**src/hdl/tcpq_pkg.sv**
```systemverilog
package tcpq_pkg;

    localparam int QUEUE_DEPTH_DEF = 16;
    localparam int VALUE_W         = 32;
    localparam int OCC_W           = 5;
    localparam int STATUS_W        = 2;

    // op codes carried in the input tuser
    localparam logic OP_PUSH = 1'b0;
    localparam logic OP_POP  = 1'b1;

    // result status codes
    localparam logic [STATUS_W-1:0] ST_OK         = 2'd0;
    localparam logic [STATUS_W-1:0] ST_EMPTY_POP  = 2'd1;
    localparam logic [STATUS_W-1:0] ST_FULL_DROP  = 2'd2;

    typedef logic signed [VALUE_W-1:0] value_t;

    typedef struct packed {
        logic push;
        logic pop;
    } chain_ctl_t;

endpackage

```
**src/hdl/two_class_priority_queue.sv**
```systemverilog
// an accepted input beat has its result beat in the output register in the cycle after it is taken
// one item per cycle while the output register is drained; each queue is a row of cells that shifts on pop
// an input beat is taken whenever the output register is empty or being drained
// reset: synchronous active-low aresetn empties both queues and the output register
// cell contents are not reset; a pop only reads cells that a push filled
module two_class_priority_queue #(
    parameter int QUEUE_DEPTH = tcpq_pkg::QUEUE_DEPTH_DEF
) (
    input  logic        aclk,
    input  logic        aresetn,
    input  logic        s_tvalid,
    output logic        s_tready,
    input  logic [31:0] s_tdata,   // [31:0] push_value
    input  logic [1:0]  s_tuser,   // [0] op, [1] high_class
    output logic        m_tvalid,
    input  logic        m_tready,
    output logic [47:0] m_tdata,   // [31:0] pop_value, [36:32] high_occupancy,
                                   // [41:37] normal_occupancy, rest zero
    output logic [2:0]  m_tuser    // [1:0] status, [2] served_high
);
    import tcpq_pkg::*;

    localparam int CNT_W = $clog2(QUEUE_DEPTH + 1);
    localparam int EXT_W = (CNT_W > OCC_W) ? CNT_W : OCC_W;

    logic       accept;
    logic       op;
    logic       high_class;
    value_t     push_value;

    chain_ctl_t high_ctl;
    chain_ctl_t normal_ctl;
    value_t     high_head;
    value_t     normal_head;
    logic [CNT_W-1:0] high_count;
    logic [CNT_W-1:0] normal_count;
    logic [CNT_W-1:0] high_count_after;
    logic [CNT_W-1:0] normal_count_after;
    logic [EXT_W-1:0] high_ext;
    logic [EXT_W-1:0] normal_ext;
    logic       high_full;
    logic       normal_full;
    logic       high_empty;
    logic       normal_empty;

    logic                  m_valid_reg;
    logic                  m_valid_next;
    value_t                pop_value_reg;
    value_t                pop_value_next;
    logic [STATUS_W-1:0]   status_reg;
    logic [STATUS_W-1:0]   status_next;
    logic                  served_high_reg;
    logic                  served_high_next;
    logic [OCC_W-1:0]      high_occ_reg;
    logic [OCC_W-1:0]      high_occ_next;
    logic [OCC_W-1:0]      normal_occ_reg;
    logic [OCC_W-1:0]      normal_occ_next;

    assign s_tready   = !m_valid_reg || m_tready;
    assign accept     = s_tvalid && s_tready;
    assign op         = s_tuser[0];
    assign high_class = s_tuser[1];
    assign push_value = s_tdata;

    assign high_full    = (high_count == CNT_W'(QUEUE_DEPTH));
    assign normal_full  = (normal_count == CNT_W'(QUEUE_DEPTH));
    assign high_empty   = (high_count == '0);
    assign normal_empty = (normal_count == '0);

    always_comb begin
        high_ctl   = '0;
        normal_ctl = '0;
        if (accept) begin
            if (op == OP_PUSH) begin
                high_ctl.push   = high_class && !high_full;
                normal_ctl.push = !high_class && !normal_full;
            end else begin
                high_ctl.pop    = !high_empty;
                normal_ctl.pop  = high_empty && !normal_empty;
            end
        end
    end

    tcpq_chain #(
        .DEPTH (QUEUE_DEPTH),
        .CNT_W (CNT_W)
    ) u_high (
        .aclk       (aclk),
        .aresetn    (aresetn),
        .ctl        (high_ctl),
        .push_value (push_value),
        .head_value (high_head),
        .count      (high_count)
    );

    tcpq_chain #(
        .DEPTH (QUEUE_DEPTH),
        .CNT_W (CNT_W)
    ) u_normal (
        .aclk       (aclk),
        .aresetn    (aresetn),
        .ctl        (normal_ctl),
        .push_value (push_value),
        .head_value (normal_head),
        .count      (normal_count)
    );

    // occupancy after this item, wrapped to the field width
    always_comb begin
        high_count_after   = high_count;
        normal_count_after = normal_count;
        if (high_ctl.push) begin
            high_count_after = high_count + CNT_W'(1);
        end else if (high_ctl.pop) begin
            high_count_after = high_count - CNT_W'(1);
        end
        if (normal_ctl.push) begin
            normal_count_after = normal_count + CNT_W'(1);
        end else if (normal_ctl.pop) begin
            normal_count_after = normal_count - CNT_W'(1);
        end
    end

    assign high_ext   = EXT_W'(high_count_after);
    assign normal_ext = EXT_W'(normal_count_after);

    always_comb begin
        m_valid_next     = m_valid_reg;
        pop_value_next   = pop_value_reg;
        status_next      = status_reg;
        served_high_next = served_high_reg;
        high_occ_next    = high_occ_reg;
        normal_occ_next  = normal_occ_reg;
        if (m_valid_reg && m_tready) begin
            m_valid_next = 1'b0;
        end
        if (accept) begin
            m_valid_next     = 1'b1;
            pop_value_next   = '0;
            status_next      = ST_OK;
            served_high_next = 1'b0;
            high_occ_next    = high_ext[OCC_W-1:0];
            normal_occ_next  = normal_ext[OCC_W-1:0];
            if (op == OP_PUSH) begin
                if (high_class ? high_full : normal_full) begin
                    status_next = ST_FULL_DROP;
                end
            end else if (!high_empty) begin
                pop_value_next   = high_head;
                served_high_next = 1'b1;
            end else if (!normal_empty) begin
                pop_value_next   = normal_head;
            end else begin
                status_next      = ST_EMPTY_POP;
            end
        end
    end

    always_ff @(posedge aclk) begin
        if (!aresetn) begin
            m_valid_reg <= 1'b0;
        end else begin
            m_valid_reg <= m_valid_next;
        end
    end

    always_ff @(posedge aclk) begin
        pop_value_reg   <= pop_value_next;
        status_reg      <= status_next;
        served_high_reg <= served_high_next;
        high_occ_reg    <= high_occ_next;
        normal_occ_reg  <= normal_occ_next;
    end

    assign m_tvalid = m_valid_reg;
    assign m_tdata  = {6'd0, normal_occ_reg, high_occ_reg, pop_value_reg};
    assign m_tuser  = {served_high_reg, status_reg};

endmodule

```
**src/hdl/tcpq_cell.sv**
```systemverilog
module tcpq_cell (
    input  logic            aclk,
    input  logic            load,
    input  logic            shift,
    input  tcpq_pkg::value_t load_value,
    input  tcpq_pkg::value_t shift_value,
    output tcpq_pkg::value_t value
);
    import tcpq_pkg::*;

    value_t value_reg;
    value_t value_next;

    always_comb begin
        value_next = value_reg;
        if (load) begin
            value_next = load_value;
        end else if (shift) begin
            value_next = shift_value;
        end
    end

    always_ff @(posedge aclk) begin
        value_reg <= value_next;
    end

    assign value = value_reg;

endmodule

```
**src/hdl/tcpq_chain.sv**
```systemverilog
module tcpq_chain #(
    parameter int DEPTH = tcpq_pkg::QUEUE_DEPTH_DEF,
    parameter int CNT_W = $clog2(DEPTH + 1)
) (
    input  logic                   aclk,
    input  logic                   aresetn,
    input  tcpq_pkg::chain_ctl_t   ctl,
    input  tcpq_pkg::value_t       push_value,
    output tcpq_pkg::value_t       head_value,
    output logic [CNT_W-1:0]       count
);
    import tcpq_pkg::*;

    value_t cell_value [DEPTH];
    logic [CNT_W-1:0] count_reg;
    logic [CNT_W-1:0] count_next;

    // cell 0 is the head; a pop moves every entry one cell toward it
    for (genvar i = 0; i < DEPTH; i++) begin : g_cell
        value_t from_next;
        if (i == DEPTH - 1) begin : g_last
            assign from_next = cell_value[i];
        end else begin : g_mid
            assign from_next = cell_value[i+1];
        end
        tcpq_cell u_cell (
            .aclk        (aclk),
            .load        (ctl.push && (count_reg == CNT_W'(i))),
            .shift       (ctl.pop),
            .load_value  (push_value),
            .shift_value (from_next),
            .value       (cell_value[i])
        );
    end

    always_comb begin
        count_next = count_reg;
        if (ctl.push) begin
            count_next = count_reg + CNT_W'(1);
        end else if (ctl.pop) begin
            count_next = count_reg - CNT_W'(1);
        end
    end

    always_ff @(posedge aclk) begin
        if (!aresetn) begin
            count_reg <= '0;
        end else begin
            count_reg <= count_next;
        end
    end

    assign head_value = cell_value[0];
    assign count      = count_reg;

endmodule
```
**config.mk**
```make
export PLATFORM = sky130hd
export DESIGN_NAME = two_class_priority_queue
export DESIGN_NICKNAME = d
export VERILOG_FILES = /design/src/hdl/tcpq_pkg.sv /design/src/hdl/two_class_priority_queue.sv /design/src/hdl/tcpq_cell.sv /design/src/hdl/tcpq_chain.sv
export SDC_FILE = /design/constraint.sdc
export NUM_CORES = 1
export LEC_CHECK = 0
export ABC_CLOCK_PERIOD_IN_PS = 4750
export BUFFER_PORTS_ARGS = -buffer_cell sky130_fd_sc_hd__buf_2
export CORE_MARGIN = 2
export CORE_UTILIZATION = 45
export DETAILED_ROUTE_END_ITERATION = 10
export PLACE_DENSITY_LB_ADDON = 0.15
export SYNTH_ARGS = -nofsm -noshare
export SYNTH_HDL_FRONTEND = slang
export SYNTH_HIERARCHICAL = 1
export SYNTH_SLANG_ARGS = --single-unit
```
**constraint.sdc**
```tcl
create_clock -name aclk -period 4.75 [get_ports aclk]
set_input_delay 0.95 -clock aclk [delete_from_list [all_inputs] [get_ports aclk]]
set_output_delay 0.95 -clock aclk [all_outputs]
set_load 0.02 [all_outputs]
```
Word level (Yosys, flattened, before mapping)
Index checks and enable logic that the tools add are counted.
{"block": "word_totals", "in_bits": 38, "out_inout_bits": 53, "ff_bits": 1080, "wordCells": 233}
{"block": "op_classes", "muxes": 80, "reduce_logical": 77, "n_eq_ne": 32, "add_sub_neg": 4}
{"operator": "32-bit 2-to-1 mux", "n": 62}
{"operator": "5-bit by 4-bit equality test with 1-bit output, second input constant", "n": 16}
{"operator": "2-bit nonzero test", "n": 31}
{"operator": "5-bit by 3-bit equality test with 1-bit output, second input constant", "n": 8}
{"operator": "1-bit logical AND", "n": 37}
{"operator": "5-bit by 2-bit equality test with 1-bit output, second input constant", "n": 4}
{"operator": "5-bit 2-to-1 mux", "n": 4}
{"operator": "5-bit by 1-bit adder with 5-bit output, second input constant", "n": 2}
{"operator": "5-bit by 1-bit equality test with 1-bit output, second input constant", "n": 2}
{"operator": "5-bit equality test, second input constant", "n": 2}
{"operator": "5-bit logical NOT", "n": 2}
{"operator": "1-bit 2-to-1 mux", "n": 10}
{"operator": "5-bit by 1-bit subtractor with 5-bit output, second input constant", "n": 2}
{"operator": "2-bit 2-to-1 mux", "n": 4}
{"operator": "1-bit logical NOT", "n": 6}
{"operator": "1-bit logical OR", "n": 1}

Longest topological paths before layout
{"block": "depth", "ltp_word": 7, "ltp_mapped": 12, "ltp_nobuf": 9}

Cells and area by module
Netlist, hierarchy kept.
{"module": "tcpq_cell", "instances": 32, "area_each_um2": 1507.7, "seq_area_each_um2": 960.9, "cells_per_inst": 69}
{"module": "two_class_priority_queue", "instances": 1, "area_each_um2": 2260.9, "seq_area_each_um2": 1371.3, "cells_per_inst": 161}
{"module": "tcpq_chain", "instances": 2, "area_each_um2": 476.7, "seq_area_each_um2": 100.1, "cells_per_inst": 65}

Worst setup path before layout
Ideal clock, no wire load.
{"block": "synth_timing", "path_type": "input to register", "from": "input port m_tready", "to": "register u_high.g_cell[0].u_cell.value_reg[0], enable pin", "path_slack_ns": 1.035, "cell_stages": 9, "arrival_time_ns": 3.325, "required_time_ns": 4.359, "cell_sequence": "and2b_1 nor4b_2 buf_4 and2b_1 nand2_1 nor3_1 buf_6 buf_12 or2_1"}
{"element": "from (decl)", "line_no": "two_class_priority_queue.sv:16", "source": "input logic m_tready,"}
{"element": "to (signal assigned)", "line_no": "tcpq_cell.sv:24", "source": "value_reg <= value_next;"}
{"element": "to (decl)", "line_no": "tcpq_cell.sv:11", "source": "value_t value_reg;"}

==> qor.log <==
INFO  clock_network  cts-root-to-sink-buffers=3
INFO  floorplan      fp.dieW=342um
INFO  global_routing use_met1=21.5%
INFO  timing         fmax=272MHz
INFO  floorplan      rows=124
INFO  logic_synthesis synth.ff_latch_count=1,080
INFO  routing        drtAntennaViolNets=0
INFO  clock_network  clk_pin_slew=60ps
INFO  run_status     outcome=completed
INFO  place          placement.cell_area=52,400um2
INFO  logic_synthesis netlist_top_cells_count=sky130_fd_sc_hd__edfxtp_1 (1,069), sky130_fd_sc_hd__mux2_4 (928), sky130_fd_sc_hd__buf_12 (96), sky130_fd_sc_hd__mux2_2 (96)
INFO  logic_synthesis synth_edf_count=1,069
INFO  pwr            cell_internal_pwr=0.0176W
INFO  global_routing grt_pass1_vias=21,600
INFO  routing        route.detailed.drc=0
INFO  timing         finalCriticalPeriod=3680ps
INFO  global_routing global_route.peak_usage_layer=met2
INFO  layout         multi_input_area=16,900um2
INFO  logic_synthesis synth.distinct_cells=57
INFO  timing         clock_skew=20.3ps
INFO  clock_network  cts_htree_levels=3
INFO  floorplan      boundaryPins=91
INFO  logic_synthesis post_synth_arst_share=0%
INFO  pwr            power.share.switching=22.0%
INFO  logic_synthesis synth_flop_cell=sky130_fd_sc_hd__edfxtp_1
INFO  clock_network  post_cts_resize_count=0
INFO  floorplan      die_height=342um
INFO  logic_synthesis synth_area_leader_cell=sky130_fd_sc_hd__edfxtp_1
INFO  layout         final-seq-area=32,300um2
INFO  place          finalWeightedCongestion=0.775
INFO  run            timing.max_cap.violations=0
INFO  logic_synthesis post_synth_instance_area=51,500um2
INFO  pwr            power.combinational.fraction=9.5%
INFO  logic_synthesis synth_area_leaders=sky130_fd_sc_hd__edfxtp_1 (62%), sky130_fd_sc_hd__mux2_4 (27%), sky130_fd_sc_hd__buf_12 (3.7%), sky130_fd_sc_hd__mux2_2 (2.1%), sky130_fd_sc_hd__buf_6 (0.77%)
INFO  clock_network  tritoncts.num_buffers=114
INFO  place          dp_hpwl=54.1mm
INFO  global_routing initial_antenna_violation_count=4
INFO  critical_path  timing.critical_path.from_type=flip-flop
INFO  pwr            power.share.clock=38.3%
INFO  layout         nFillCells=9,409
INFO  timing         measured_slew_at_the_worst_slew_check_pin=1040ps
INFO  timing         post_layout_worst_setup_margin=1070ps
INFO  layout         stdcell_area=56,000um2
INFO  routing        drt-total-wl=84.8mm
INFO  pwr            seq_power_share=52.2%
INFO  logic_synthesis synthesis.area_per_instance=20.6um2
INFO  clock_network  ctsRootBufferMaster=sky130_fd_sc_hd__clkbuf_16
INFO  place          detailedPlace.worstSlack=734ps
INFO  global_routing global_route.usage.met2=21.5%
INFO  routing        post_drt_wl_per_cell=20.0um
INFO  clock_network  postCtsSetupRepairBufs=0
INFO  timing         setup_violations=0
INFO  logic_synthesis syn_warnings=6
INFO  critical_path  critPathArrivalTime=4110ps
INFO  layout         layout-drive-gt1-share=51.3%
INFO  critical_path  cp-end-kind=flip-flop
INFO  clock_network  cts_hold_buffers=0
INFO  hold_path      hold-path-cell-count=1
INFO  clock_network  clock_latency=690ps
INFO  timing         hold_viol=0
INFO  pwr            leakage=19.9nW
INFO  pwr            power-per-cell-area=403nW/um2
INFO  floorplan      start_util=45.2%
INFO  timing         slew-limit-headroom=30.5%
INFO  global_routing pin_count_of_the_biggest_net_entering_global_routing=39
INFO  critical_path  worst-r2r-cell-count=8
INFO  floorplan      dieArea=117,000um2
INFO  layout         post_synthesis_to_final_layout_area_growth=8.91%
INFO  timing         rsz_0062_raised_after_global_routing=false
INFO  critical_path  setup.worst_path.class=reg -> reg
INFO  clock_network  cts.sink_count=1,080
INFO  logic_synthesis synth.top_cell.area_share=62.4%
INFO  routing        post_drt_via_cell_ratio=4.87
INFO  global_routing overflow=0
INFO  logic_synthesis synthMostInstantiatedCell=sky130_fd_sc_hd__edfxtp_1
INFO  logic_synthesis syn-instance-count=2,499
INFO  place          io_buffers=84
INFO  routing        initialDrtViolationCount=1,412
INFO  critical_path  critical_path_peak_fanout=32
INFO  pwr            worst_ir_drop_vdd=0.000368V
INFO  global_routing grt_pass1_wl=130mm
INFO  layout         num-nets-final=2,684
INFO  routing        num_vias=20,600
INFO  global_routing global_route.usage.total=14.6%
INFO  clock_network  tritoncts=built
INFO  routing        firstDrtPassIters=5
INFO  logic_synthesis synth_sequential_area_ratio=62.8%
INFO  critical_path  cp_data_required_time=5180ps
INFO  timing         finalCritPeriodShare=77.4%
INFO  timing         fin_setup_tns=0ps
INFO  global_routing grtUsageMet3=2.50%
INFO  timing         timing_max_transition_violations_final=0
INFO  floorplan      core_area=114,000um2
INFO  pwr            p_switching=0.00496W
INFO  layout         antenna-diode-count=0
INFO  hold_path      hold_path.class=reg -> reg
## layout by cell type (no fill, tap or decap), types with 19 or more instances in the layout
| cell | count |
|---|---|
| sky130_fd_sc_hd__a22o_1 | 32 |
| sky130_fd_sc_hd__buf_2 | 84 |
| sky130_fd_sc_hd__buf_4 | 57 |
| sky130_fd_sc_hd__clkbuf_16 | 114 |
| sky130_fd_sc_hd__clkinv_1 | 26 |
| sky130_fd_sc_hd__clkinv_2 | 25 |
| sky130_fd_sc_hd__edfxtp_1 | 1069 |
| sky130_fd_sc_hd__mux2_2 | 96 |
| sky130_fd_sc_hd__mux2_4 | 928 |
| sky130_fd_sc_hd__nand2_1 | 19 |
| sky130_fd_sc_hd__nor2_4 | 22 |
| sky130_fd_sc_hd__or2_1 | 32 |
## cell type report
cell class / instances / area share (%)
Sequential cell: 1080 / 57.7
Clock inverter: 79 / 1.35
Inverter: 18 / 0.121
Multi-Input combinational cell: 1257 / 30.1
Clock buffer: 131 / 5.20
Timing Repair Buffer: 159 / 2.16
Tap cell: 1512 / 3.38
## per-stage QoR
step	hold slack (ps)	total power [W]	cells	util, %
floorplan	512	0.0135	2504	-
global placement	530	0.0141	4026	46.0
detailed placement	533	0.0142	4026	46.0
CTS	528	0.0229	4236	49.2
global route	534	0.0235	4236	49.2
finish	532	0.0226	4236	49.2
## kinds of logic (layout without fill, tap and decap cells)
group | count (synthesis) | after routing | synth area share (%)
DFF | 1080 | 1080 | 62.8
muxes | 1027 | 1027 | 29.2
buffers and inverters | 167 | 387 | 4.84
and+or+nand+nor | 141 | 141 | 1.62
AOI/OAI and AO/OA | 56 | 56 | 0.909
adders and majority gates | 16 | 16 | 0.389
xor gates and xnor gates | 11 | 11 | 0.187
other | 1 | 6 | 0.00729
## worst paths after layout
check                                  startpoint                              endpoint  slack [ps]
max                             u_normal/count[2]   u_normal/g_cell[2].u_cell/value[31]        1070
min          u_normal/g_cell[12].u_cell/value[13]  u_normal/g_cell[11].u_cell/value[13]         530
max reg2reg                     u_normal/count[2]   u_normal/g_cell[2].u_cell/value[31]        1070
min reg2reg  u_normal/g_cell[12].u_cell/value[13]  u_normal/g_cell[11].u_cell/value[13]         530
## power groups by stage
stage / Combinational, W / Clock, W / Sequential, W
after detailed placement: 0.00218 / 0 / 0.0120
after global routing: 0.00234 / 0.00928 / 0.0119
final: 0.00215 / 0.00865 / 0.0118
after CTS: 0.00219 / 0.00891 / 0.0118
after floorplan: 0.00150 / 0 / 0.0120
after global placement: 0.00213 / 0 / 0.0120
## critical path: stages, from the launching register on
cell and delay, ps:
sky130_fd_sc_hd__dfxtp_1 860, sky130_fd_sc_hd__nand4bb_1 290, sky130_fd_sc_hd__nand4_1 180, sky130_fd_sc_hd__inv_1 290
sky130_fd_sc_hd__and2b_1 240, sky130_fd_sc_hd__nand2_1 260, sky130_fd_sc_hd__nor3_2 370, sky130_fd_sc_hd__buf_4 530
sky130_fd_sc_hd__mux2_2 390
## metal layers
metal | vias to the layer above | part of all wire (%)
li1 | 10000 | -
met1 | 10100 | 50
met2 | 387 | 42
met3 | 145 | 4.0
met4 | 4 | 3.6
met5 | - | 0.032
Note: power is estimated with default switching activity, not from simulation.
